===== config.mk =====
export PLATFORM = sky130hd
export DESIGN_NAME = sorted_array_min_priority_queue
export DESIGN_NICKNAME = d
export VERILOG_FILES = /design/src/design/sapq_pkg.sv /design/src/design/sapq_cell.sv /design/src/design/sorted_array_min_priority_queue.sv
export SDC_FILE = /design/constraint.sdc
export NUM_CORES = 2
export LEC_CHECK = 0
export ABC_AREA = 1
export ABC_CLOCK_PERIOD_IN_PS = 5900
export BUFFER_PORTS_ARGS = -buffer_cell sky130_fd_sc_hd__buf_2
export CAP_MARGIN = 10
export CORE_UTILIZATION = 55
export DETAILED_ROUTE_END_ITERATION = 12
export MAX_ROUTING_LAYER = met4
export PLACE_DENSITY = 0.71
export SYNTH_ARGS = -nofsm -noshare
export SYNTH_HDL_FRONTEND = slang
export SYNTH_SLANG_ARGS = --single-unit
export TNS_END_PERCENT = 20

===== constraint.sdc =====
create_clock -name clk -period 5.9 [get_ports clk]
set_input_delay 0 -clock clk [delete_from_list [all_inputs] [get_ports clk]]
set_output_delay 0 -clock clk [all_outputs]
set_load 0.05 [all_outputs]

===== src/design/sapq_pkg.sv =====
// Shared types and codes for the sorted-array minimum priority queue.
package sapq_pkg;

  localparam int unsigned DefCapacity = 16;
  localparam int unsigned ValW        = 32;
  localparam int unsigned StatusW     = 2;
  localparam int unsigned OccW        = 5;

  typedef enum logic [StatusW-1:0] {
    ST_DONE  = 2'd0,
    ST_FULL  = 2'd1,
    ST_EMPTY = 2'd2
  } status_t;

  // Action codes of an input transaction
  localparam logic ACT_ENQ = 1'b0;
  localparam logic ACT_DEQ = 1'b1;

  // Broadcast from the controller to every cell
  typedef struct packed {
    logic                   ins;  // insert val in sorted position
    logic                   shl;  // shift toward the head (remove head)
    logic signed [ValW-1:0] val;  // value being inserted
  } cell_ctl_t;

endpackage


===== src/design/sapq_cell.sv =====
// One slot of the sorted chain: compare against the broadcast value and shift.
module sapq_cell (
  input  logic                                clk,
  input  sapq_pkg::cell_ctl_t                 ctl,
  input  logic                                prev_occ,
  input  logic signed [sapq_pkg::ValW-1:0]    prev_val,
  input  logic                                own_occ,
  input  logic signed [sapq_pkg::ValW-1:0]    next_val,
  output logic signed [sapq_pkg::ValW-1:0]    val
);

  logic signed [sapq_pkg::ValW-1:0] val_r;
  logic signed [sapq_pkg::ValW-1:0] val_nxt;
  logic                             prev_gt;
  logic                             own_gt;

  // Strict compare keeps equal values in arrival order
  assign prev_gt = prev_occ && (prev_val > ctl.val);
  assign own_gt  = own_occ && (val_r > ctl.val);

  // Pick the next content of this slot
  always_comb begin
    val_nxt = val_r;
    priority if (ctl.ins) begin
      if (prev_gt) begin
        val_nxt = prev_val;
      end else if (own_gt || !own_occ) begin
        val_nxt = ctl.val;
      end
    end else if (ctl.shl) begin
      val_nxt = next_val;
    end else begin
      val_nxt = val_r;
    end
  end

  // Hold payload; no reset needed
  always_ff @(posedge clk) begin
    val_r <= val_nxt;
  end

  assign val = val_r;

endmodule


===== src/design/sorted_array_min_priority_queue.sv =====
// Top level: controller, fill count, cell chain and result register.
//
// Sorted-array minimum priority queue. Values sit in a row of CAPACITY cells in
// ascending signed order; an enqueue is compared in every cell at once and the
// larger values shift one cell toward the tail, a dequeue shifts the whole row
// one cell toward the head and returns the old head. Each transaction puts its
// result in the result register in the cycle after, so a new transaction is
// taken every cycle while results are being drained; the per-cell compare
// against the broadcast value sets the cycle time. A full queue drops an
// enqueued value (status 1), an empty queue answers a dequeue with 0 (status 2).
// The occupancy field is the fill count kept to its low 5 bits.
module sorted_array_min_priority_queue #(
  parameter int unsigned CAPACITY = sapq_pkg::DefCapacity
) (
  input  logic                                 clk,
  input  logic                                 rst_n,
  input  logic                                 in_valid,
  output logic                                 in_stall,
  input  logic                                 in_action,
  input  logic signed [sapq_pkg::ValW-1:0]     in_value,
  output logic                                 out_valid,
  input  logic                                 out_stall,
  output logic [sapq_pkg::StatusW-1:0]         out_status,
  output logic signed [sapq_pkg::ValW-1:0]     out_removed,
  output logic [sapq_pkg::OccW-1:0]            out_occupancy
);

  localparam int unsigned CntW = $clog2(CAPACITY + 1);
  localparam logic [CntW-1:0] CapCnt = CntW'(CAPACITY);

  logic [CntW-1:0]                  cnt_r;
  logic [CntW-1:0]                  cnt_nxt;
  logic                             out_valid_r;
  sapq_pkg::status_t                out_status_r;
  logic signed [sapq_pkg::ValW-1:0] out_removed_r;
  logic [sapq_pkg::OccW-1:0]        out_occ_r;
  sapq_pkg::status_t                status;
  logic signed [sapq_pkg::ValW-1:0] removed;
  logic [CntW+sapq_pkg::OccW-1:0]   cnt_ext;
  logic                             accept;
  logic                             full;
  logic                             empty;
  sapq_pkg::cell_ctl_t              ctl;
  logic [CAPACITY-1:0]              occ;
  logic signed [sapq_pkg::ValW-1:0] cell_val [CAPACITY];

  // Accept while the result register is free or being drained
  assign in_stall = out_valid_r && out_stall;
  assign accept   = in_valid && !in_stall;
  assign full     = (cnt_r == CapCnt);
  assign empty    = (cnt_r == '0);

  // Decode the transaction into the broadcast and the new count
  always_comb begin
    ctl.ins = 1'b0;
    ctl.shl = 1'b0;
    ctl.val = in_value;
    status  = sapq_pkg::ST_DONE;
    removed = '0;
    cnt_nxt = cnt_r;
    unique case (in_action)
      sapq_pkg::ACT_ENQ: begin
        if (full) begin
          status = sapq_pkg::ST_FULL;
        end else begin
          ctl.ins = accept;
          cnt_nxt = cnt_r + CntW'(1);
        end
      end
      sapq_pkg::ACT_DEQ: begin
        if (empty) begin
          status = sapq_pkg::ST_EMPTY;
        end else begin
          ctl.shl = accept;
          removed = cell_val[0];
          cnt_nxt = cnt_r - CntW'(1);
        end
      end
      default: ;
    endcase
  end

  assign cnt_ext = {{sapq_pkg::OccW{1'b0}}, cnt_nxt};

  // Slot is occupied when its index lies below the count
  genvar gi;
  generate
    for (gi = 0; gi < CAPACITY; gi++) begin : g_cell
      logic                             p_occ;
      logic signed [sapq_pkg::ValW-1:0] p_val;
      logic signed [sapq_pkg::ValW-1:0] n_val;

      assign occ[gi] = (CntW'(gi) < cnt_r);

      if (gi == 0) begin : g_head
        assign p_occ = 1'b0;
        assign p_val = cell_val[gi];
      end else begin : g_mid
        assign p_occ = occ[gi-1];
        assign p_val = cell_val[gi-1];
      end

      if (gi == CAPACITY - 1) begin : g_tail
        assign n_val = cell_val[gi];
      end else begin : g_body
        assign n_val = cell_val[gi+1];
      end

      sapq_cell u_cell (
        .clk      (clk),
        .ctl      (ctl),
        .prev_occ (p_occ),
        .prev_val (p_val),
        .own_occ  (occ[gi]),
        .next_val (n_val),
        .val      (cell_val[gi])
      );
    end
  endgenerate

  // Advance the fill count and the result valid flag
  always_ff @(posedge clk) begin
    if (!rst_n) begin
      cnt_r       <= '0;
      out_valid_r <= 1'b0;
    end else begin
      if (accept) begin
        cnt_r       <= cnt_nxt;
        out_valid_r <= 1'b1;
      end else if (!out_stall) begin
        out_valid_r <= 1'b0;
      end
    end
  end

  // Load the result payload with each transaction
  always_ff @(posedge clk) begin
    if (accept) begin
      out_status_r  <= status;
      out_removed_r <= removed;
      out_occ_r     <= cnt_ext[sapq_pkg::OccW-1:0];
    end
  end

  assign out_valid     = out_valid_r;
  assign out_status    = out_status_r;
  assign out_removed   = out_removed_r;
  assign out_occupancy = out_occ_r;

  // Count never passes the capacity
  a_cnt_bound: assert property (@(posedge clk) disable iff (!rst_n)
    cnt_r <= CapCnt)
    else $error("fill count above capacity");

  // An accepted enqueue into a non-full queue grows the count by one
  a_enq_grow: assert property (@(posedge clk) disable iff (!rst_n)
    accept && (in_action == sapq_pkg::ACT_ENQ) && !full |=>
      cnt_r == $past(cnt_r) + CntW'(1))
    else $error("enqueue did not grow the count");

  // An accepted dequeue from a non-empty queue shrinks the count by one
  a_deq_shrink: assert property (@(posedge clk) disable iff (!rst_n)
    accept && (in_action == sapq_pkg::ACT_DEQ) && !empty |=>
      cnt_r == $past(cnt_r) - CntW'(1))
    else $error("dequeue did not shrink the count");

  // A successful dequeue returns the old head
  a_deq_head: assert property (@(posedge clk) disable iff (!rst_n)
    accept && (in_action == sapq_pkg::ACT_DEQ) && !empty |=>
      out_removed_r == $past(cell_val[0]))
    else $error("dequeue returned something other than the head");

endmodule


* After elaboration in Yosys (flattened, before gate mapping)
Index checks and enable logic that the tools add are counted.
Word-level totals: logic and storage cells 217, bits of input ports 37, bits in read-only memories 0, bits in latches 0, register bits 557, output and inout port bits 41, memories 0, bits in writable memories 0
Operators by class: $add $sub $neg 2, div/mod/pow operators 0, order comparisons 32, multipliers 0, bitwise gates (word level) 1, shifts and indexed selects 0, multiplexer cells 73, eq/ne operators 17, reduce and logical (&&, ||, !) cells 71
Operators with widths (number):
- $mux W32 | 61
- $gt A32 B32 Y1 | 16
- $ne A3 B1 Y1 const B | 14
- $lt A4 B5 Y1 const A | 8
- $reduce_and A2 Y1 | 16
- $lt A3 B5 Y1 const A | 4
- $logic_and A1 B1 Y1 | 18
- $logic_not A1 Y1 | 17
- $logic_or A1 B1 Y1 | 16
- $lt A1 B5 Y1 const A | 2
- $lt A2 B5 Y1 const A | 2
- $mux W5 | 2
- $pmux W5 S2 | 1
- $mux W1 | 7
- $add A5 B1 Y5 const B | 1
- $eq A5 B5 Y1 const B | 1
- $logic_not A5 Y1 | 1
- $sub A5 B1 Y5 const B | 1
- $ne A2 B1 Y1 const B | 2
- $pmux W2 S2 | 1
- $reduce_bool A2 Y1 | 2
- $mux W2 | 1
- $reduce_or A2 Y1 | 1
- $not A1 Y1 | 1

* Longest topological paths before layout
depth in word-level cells 7, gate-level depth with buffers 20, gate-level depth less buffers 20

* Hierarchy
Synthesis repeated with hierarchy kept, for this count alone.
Second synthesis, totals: cell total of the unflattened synthesis 8240, area total of the unflattened synthesis 59701.0 um2
Modules (own cells, without submodules):
- sapq_cell | sequential area each 960.9 um2, cells an instance 501, times used 16, area each 3601.0 um2
- sorted_array_min_priority_queue | sequential area each 1291.2 um2, cells an instance 224, times used 1, area each 2085.8 um2

* Worst setup path before layout
Ideal clock, no wire load.
path kind register to register, from register out_valid_r, in the netlist out_valid, to register g_cell[0].u_cell.val_r (netlist bit g_cell[0].u_cell.val[0]) (enable), period minus slack after synthesis 5.189 ns, setup time 0.441 ns, stages on the path, launching flop included 7, path buffers 1, arrival 4.749 ns, required time 5.459 ns, path slack 0.711 ns, path through dfxtp_1 > nand2_1 > inv_2 > nor2_1 > nand2_1 > buf_2 > a31oi_1
On the way: longest elaborated chain between the ends 7, elaborated cells on any way between the ends 10, classes of those cells 1 x eq/ne; 4 x mux; 5 x reduce/logical
Ends and longest elaborated chain:
- start: declaration | RTL line sorted_array_min_priority_queue.sv:33 | logic out_valid_r;
- start signal: assignment | RTL line sorted_array_min_priority_queue.sv:125 | out_valid_r <= 1'b0;
- start signal: assignment | RTL line sorted_array_min_priority_queue.sv:129 | out_valid_r <= 1'b1;
- start signal: assignment | RTL line sorted_array_min_priority_queue.sv:131 | out_valid_r <= 1'b0;
- $logic_and A1 B1 Y1 (*) | RTL line sorted_array_min_priority_queue.sv:48 | assign in_stall = out_valid_r && out_stall;
- net in_stall | RTL line sorted_array_min_priority_queue.sv:18 | output logic in_stall,
- $logic_not A1 Y1 (*) | RTL line sorted_array_min_priority_queue.sv:49 | assign accept = in_valid && !in_stall;
- $logic_and A1 B1 Y1 (*) | RTL line sorted_array_min_priority_queue.sv:49
- net accept | RTL line sorted_array_min_priority_queue.sv:40 | logic accept;
- $mux W1, on equally long branches | RTL line sorted_array_min_priority_queue.sv:63, sorted_array_min_priority_queue.sv:71
- $mux W1 | RTL line sorted_array_min_priority_queue.sv:61 | unique case (in_action)
- $ne A2 B1 Y1 (no source line) / $reduce_bool A2 Y1 (equally long branches)
- $reduce_and A2 Y1 (no source line) (*)
- end signal: assignment | RTL line sapq_cell.sv:39 | val_r <= val_nxt;
- end: declaration | RTL line sapq_cell.sv:12 | logic signed [sapq_pkg::ValW-1:0] val_r;
The timed path passes the listed nets; every way through them passes the cells marked *. A chain may end at the register's enable or synchronous reset.

* Worst setup path after layout
from input port in_value[1] in the netlist's numbering, to register g_cell[3].u_cell.val_r (netlist bit g_cell[3].u_cell.val[28]) (enable)
On the way: longest elaborated chain between the ends 5, elaborated cells on any way between the ends 7, classes of those cells 2 x order compare; 1 x eq/ne; 4 x reduce/logical
Ends and longest elaborated chain:
- start: declaration | RTL line sorted_array_min_priority_queue.sv:20 | input logic signed [sapq_pkg::ValW-1:0] in_value,
- $gt A32 B32 Y1 | RTL line sapq_cell.sv:19 | assign own_gt = own_occ && (val_r > ctl.val);
- $logic_and A1 B1 Y1 | RTL line sapq_cell.sv:19
- $logic_or A1 B1 Y1 | RTL line sapq_cell.sv:27 | end else if (own_gt || !own_occ) begin
- $ne A3 B1 Y1 (no source line) (*)
- $reduce_and A2 Y1 (no source line) (*)
- end signal: assignment | RTL line sapq_cell.sv:39
- end: declaration | RTL line sapq_cell.sv:12
Mark *: on every way between the ends. The rest lies on a longest branch, timed or not.

==> flow_summary.json <==
{
  "outcome": "complete, no violations",
  "synthArstFlopShare_pct": 0,
  "gr-total-overflow": 0,
  "cp-start-kind": "input pin",
  "vias_per_cell": 5.98,
  "chipHeight_um": 283,
  "cts.clk_slew.worst_paths_ns": 0.06,
  "grt_max_degree": 204,
  "cts_sinks": 557,
  "finalSetupTns_ns": 0,
  "firstDrtPassIters": 5,
  "power_uw": 14000,
  "io_pins": 78,
  "seq_area_frac_synth_pct": 38.3,
  "start_util_pct": 55.9,
  "ys.flop_type": "edfxtp_1",
  "postSynthNetCount": 6296,
  "drive_gt1_share_pct": 6.27,
  "io_buffers": 77,
  "die-width_um": 283,
  "skew_ns": 0.0233,
  "fin_nets": 6303,
  "cts_root_buffer": "clkbuf_16",
  "area_delta_synth_final_pct": 8.81,
  "rsz0062_at_grt": "no",
  "min_path_type": "input pin to flop",
  "worst_setup_path_end_kind": "flop",
  "grt_pass1_vias": 39100,
  "gp_congestion": 1.01,
  "cts_max_path_buffers": 3,
  "syn-instance-count": 5744,
  "place_inst": 6685,
  "cts_buffers": 68,
  "via_count": 41000,
  "period_needed_ns": 4.34,
  "antenna_found_initial": 2,
  "syn_area_um2": 43600,
  "dp.final_hpwl_um": 107000,
  "fin_crit_sh_pct": 73.6,
  "fp-row-count": 102,
  "slew_violations": 0,
  "ys_types": 45,
  "remaining_drc_errors": 0,
  "drv_cap": 0,
  "grt_usage_pct": 37.8,
  "dpl_cell_area_um2": 44900,
  "ant_nets": 0,
  "avgSynthCellArea_um2": 7.58,
  "worst-path-max-fanout": 34,
  "crit_type": "input pin to flop",
  "totalWireLength_um": 150000,
  "wl_per_cell_um": 21.9,
  "ys_warn_count": 0,
  "peakVddDrop_uv": 211,
  "htreeDepth": 3,
  "core_um2": 77800,
  "drt_iter0_markers": 4487,
  "cts_setup_buffers": 0,
  "grt_first_pass_wirelength_um": 228000,
  "setup_viol": 0,
  "power_density_nw_per_um2": 295,
  "die-area_um2": 80300,
  "clk_latency_ns": 0.62,
  "synth-edff-count": 551,
  "final_area_um2": 47400,
  "final_cells": 6851,
  "tightest_slew_ns": 1.32,
  "worstPathArrival_ns": 4.57,
  "ys_seq_elements": 557,
  "slew_headroom_pct": 11.9,
  "hold_viol": 0,
  "p_leak_uw": 0.0237,
  "cts_resized": 0,
  "cts_tree": "built",
  "timing.fmax_mhz": 230,
  "crit_required_ns": 6.13
}
[sequential cells by signal, summed over array words and instances, names as in the netlist]
name / flops
out_occupancy: 5
out_status: 2
cnt_r: 5
out_valid: 1
out_removed: 32
g_cell.u_cell.val: 512
[final timing paths]
path / start / cells after the start / to / slack [ns]
setup / recovery: in_value[1] / 18 / g_cell[3].u_cell.val[28]$_DFFE_PP_ / 1.56
hold / removal: in_value[0] / 3 / g_cell[0].u_cell.val[0]$_DFFE_PP_ / 0.14
setup reg to reg: g_cell[2].u_cell.val[5]$_DFFE_PP_ / 13 / g_cell[3].u_cell.val[28]$_DFFE_PP_ / 1.85
hold reg to reg: g_cell[15].u_cell.val[11]$_DFFE_PP_ / 2 / g_cell[14].u_cell.val[11]$_DFFE_PP_ / 0.56
[through the flow]
stage               hold slack [ns]  setup WS [ns]  util, %
floorplan                     0.138          0.711        -
global placement              0.304           1.69     57.6
global route                  0.181           1.30     60.9
detailed placement            0.309           1.62     57.6
finish                        0.141           1.56     60.9
CTS                           0.113           1.69     60.8
[synth_stat cells (2+ instances only)]
library cell	instances	area, um2
o21ai_0	95	475
a211oi_1	2	15.0
nor3b_1	4	30.0
ha_1	515	6440
nor2_1	211	792
and2_1	3	18.8
dfxtp_1	6	120
o21a_1	30	225
nand4_4	5	106
a21o_1	14	105
a21oi_2	7	61.3
buf_4	23	173
nand2_1	2018	7570
o211ai_1	3	22.5
nor3_1	3	15.0
nand3_1	708	3540
nor2_4	5	56.3
xnor2_1	2	17.5
inv_2	9	33.8
edfxtp_1	551	16500
nand3b_1	2	15.0
nand4_1	270	1690
buf_1	26	97.6
nand3_2	8	80.1
nand2_2	2	12.5
nand4_2	4	50.1
buf_6	3	33.8
o22ai_1	2	12.5
o21ai_1	23	115
nor3_2	4	40.0
a21oi_1	247	1240
clkbuf_1	93	349
nor2_2	4	25.0
nor4_1	2	12.5
inv_1	678	2540
buf_2	153	766
[final cells by class]
class | count | area [um2]
Fill cell | 7086 | 30500
Multi-Input combinational cell | 4200 | 22900
Sequential cell | 557 | 16700
Inverter | 689 | 2600
Clock buffer | 87 | 1790
Timing Repair Buffer | 235 | 1700
Tap cell | 1040 | 1300
Clock inverter | 37 | 367
Antenna cell | 6 | 15.0
[layer usage]
metal  vias to the layer above  GRT usage, %  part of all wire, %
met5                         -             -                    0
met1                     19300          46.5                   39
met2                      2060          59.5                   46
li1                      19200             -                    -
met3                       430          7.83                   10
met4                         0          17.7                  4.9
[cells by family (layout without fill, tap and decap cells)]
kind of cell,after synthesis,count (layout),synth area share [%]
compound gates,427,427,5.31
xor+xnor,3,3,0.0603
fa+ha+maj,515,515,14.8
buf+inv,987,1048,9.20
flops,557,557,38.3
other cells,0,6,0
simple gates,3255,3255,32.4
[where the power goes]
part / switching [uW] / internal, uW / total (uW)
Combinational: 2930 / 1280 / 4210
Clock: 1810 / 2430 / 4230
Sequential: 478 / 5050 / 5530
[cells in the final DEF (no fill, tap or decap), types with 9 or more instances in the layout]
cell	netlist	layout
a21o_1	14	14
a21oi_1	247	240
a21oi_2	7	14
buf_2	153	77
buf_4	23	119
clkbuf_1	93	17
clkbuf_16	0	68
clkinv_1	1	16
clkinv_2	0	9
dlygate4sd3_1	0	36
edfxtp_1	551	551
ha_1	515	515
inv_1	678	674
nand2_1	2018	2018
nand3_1	708	708
nand4_1	270	270
nor2_1	211	207
o21a_1	30	30
o21ai_0	95	95
o21ai_1	23	19
[worst max-delay path: stages]
cell and delay [ns]:
dlygate4sd3_1 0.54, buf_2 0.16, inv_1 0.76, ha_1 0.30, nand2_1 0.06, nand2_1 0.05
nand2_1 0.04, nand2_1 0.05, nand2_1 0.04, nand2_1 0.09, nand2_1 0.07, nand2_1 0.09
nand2_1 0.09, nand3_2 0.47, nand4_4 0.55, nand3b_1 0.26, nand2_1 0.06, inv_1 0.87
[timing repair]
item                                    in CTS  in global routing
hold buffers                                36                  0
endpoints found under the hold margin       70                  0
endpoints found under the setup margin       0                  0
Note: power is estimated with default switching activity, not from simulation.
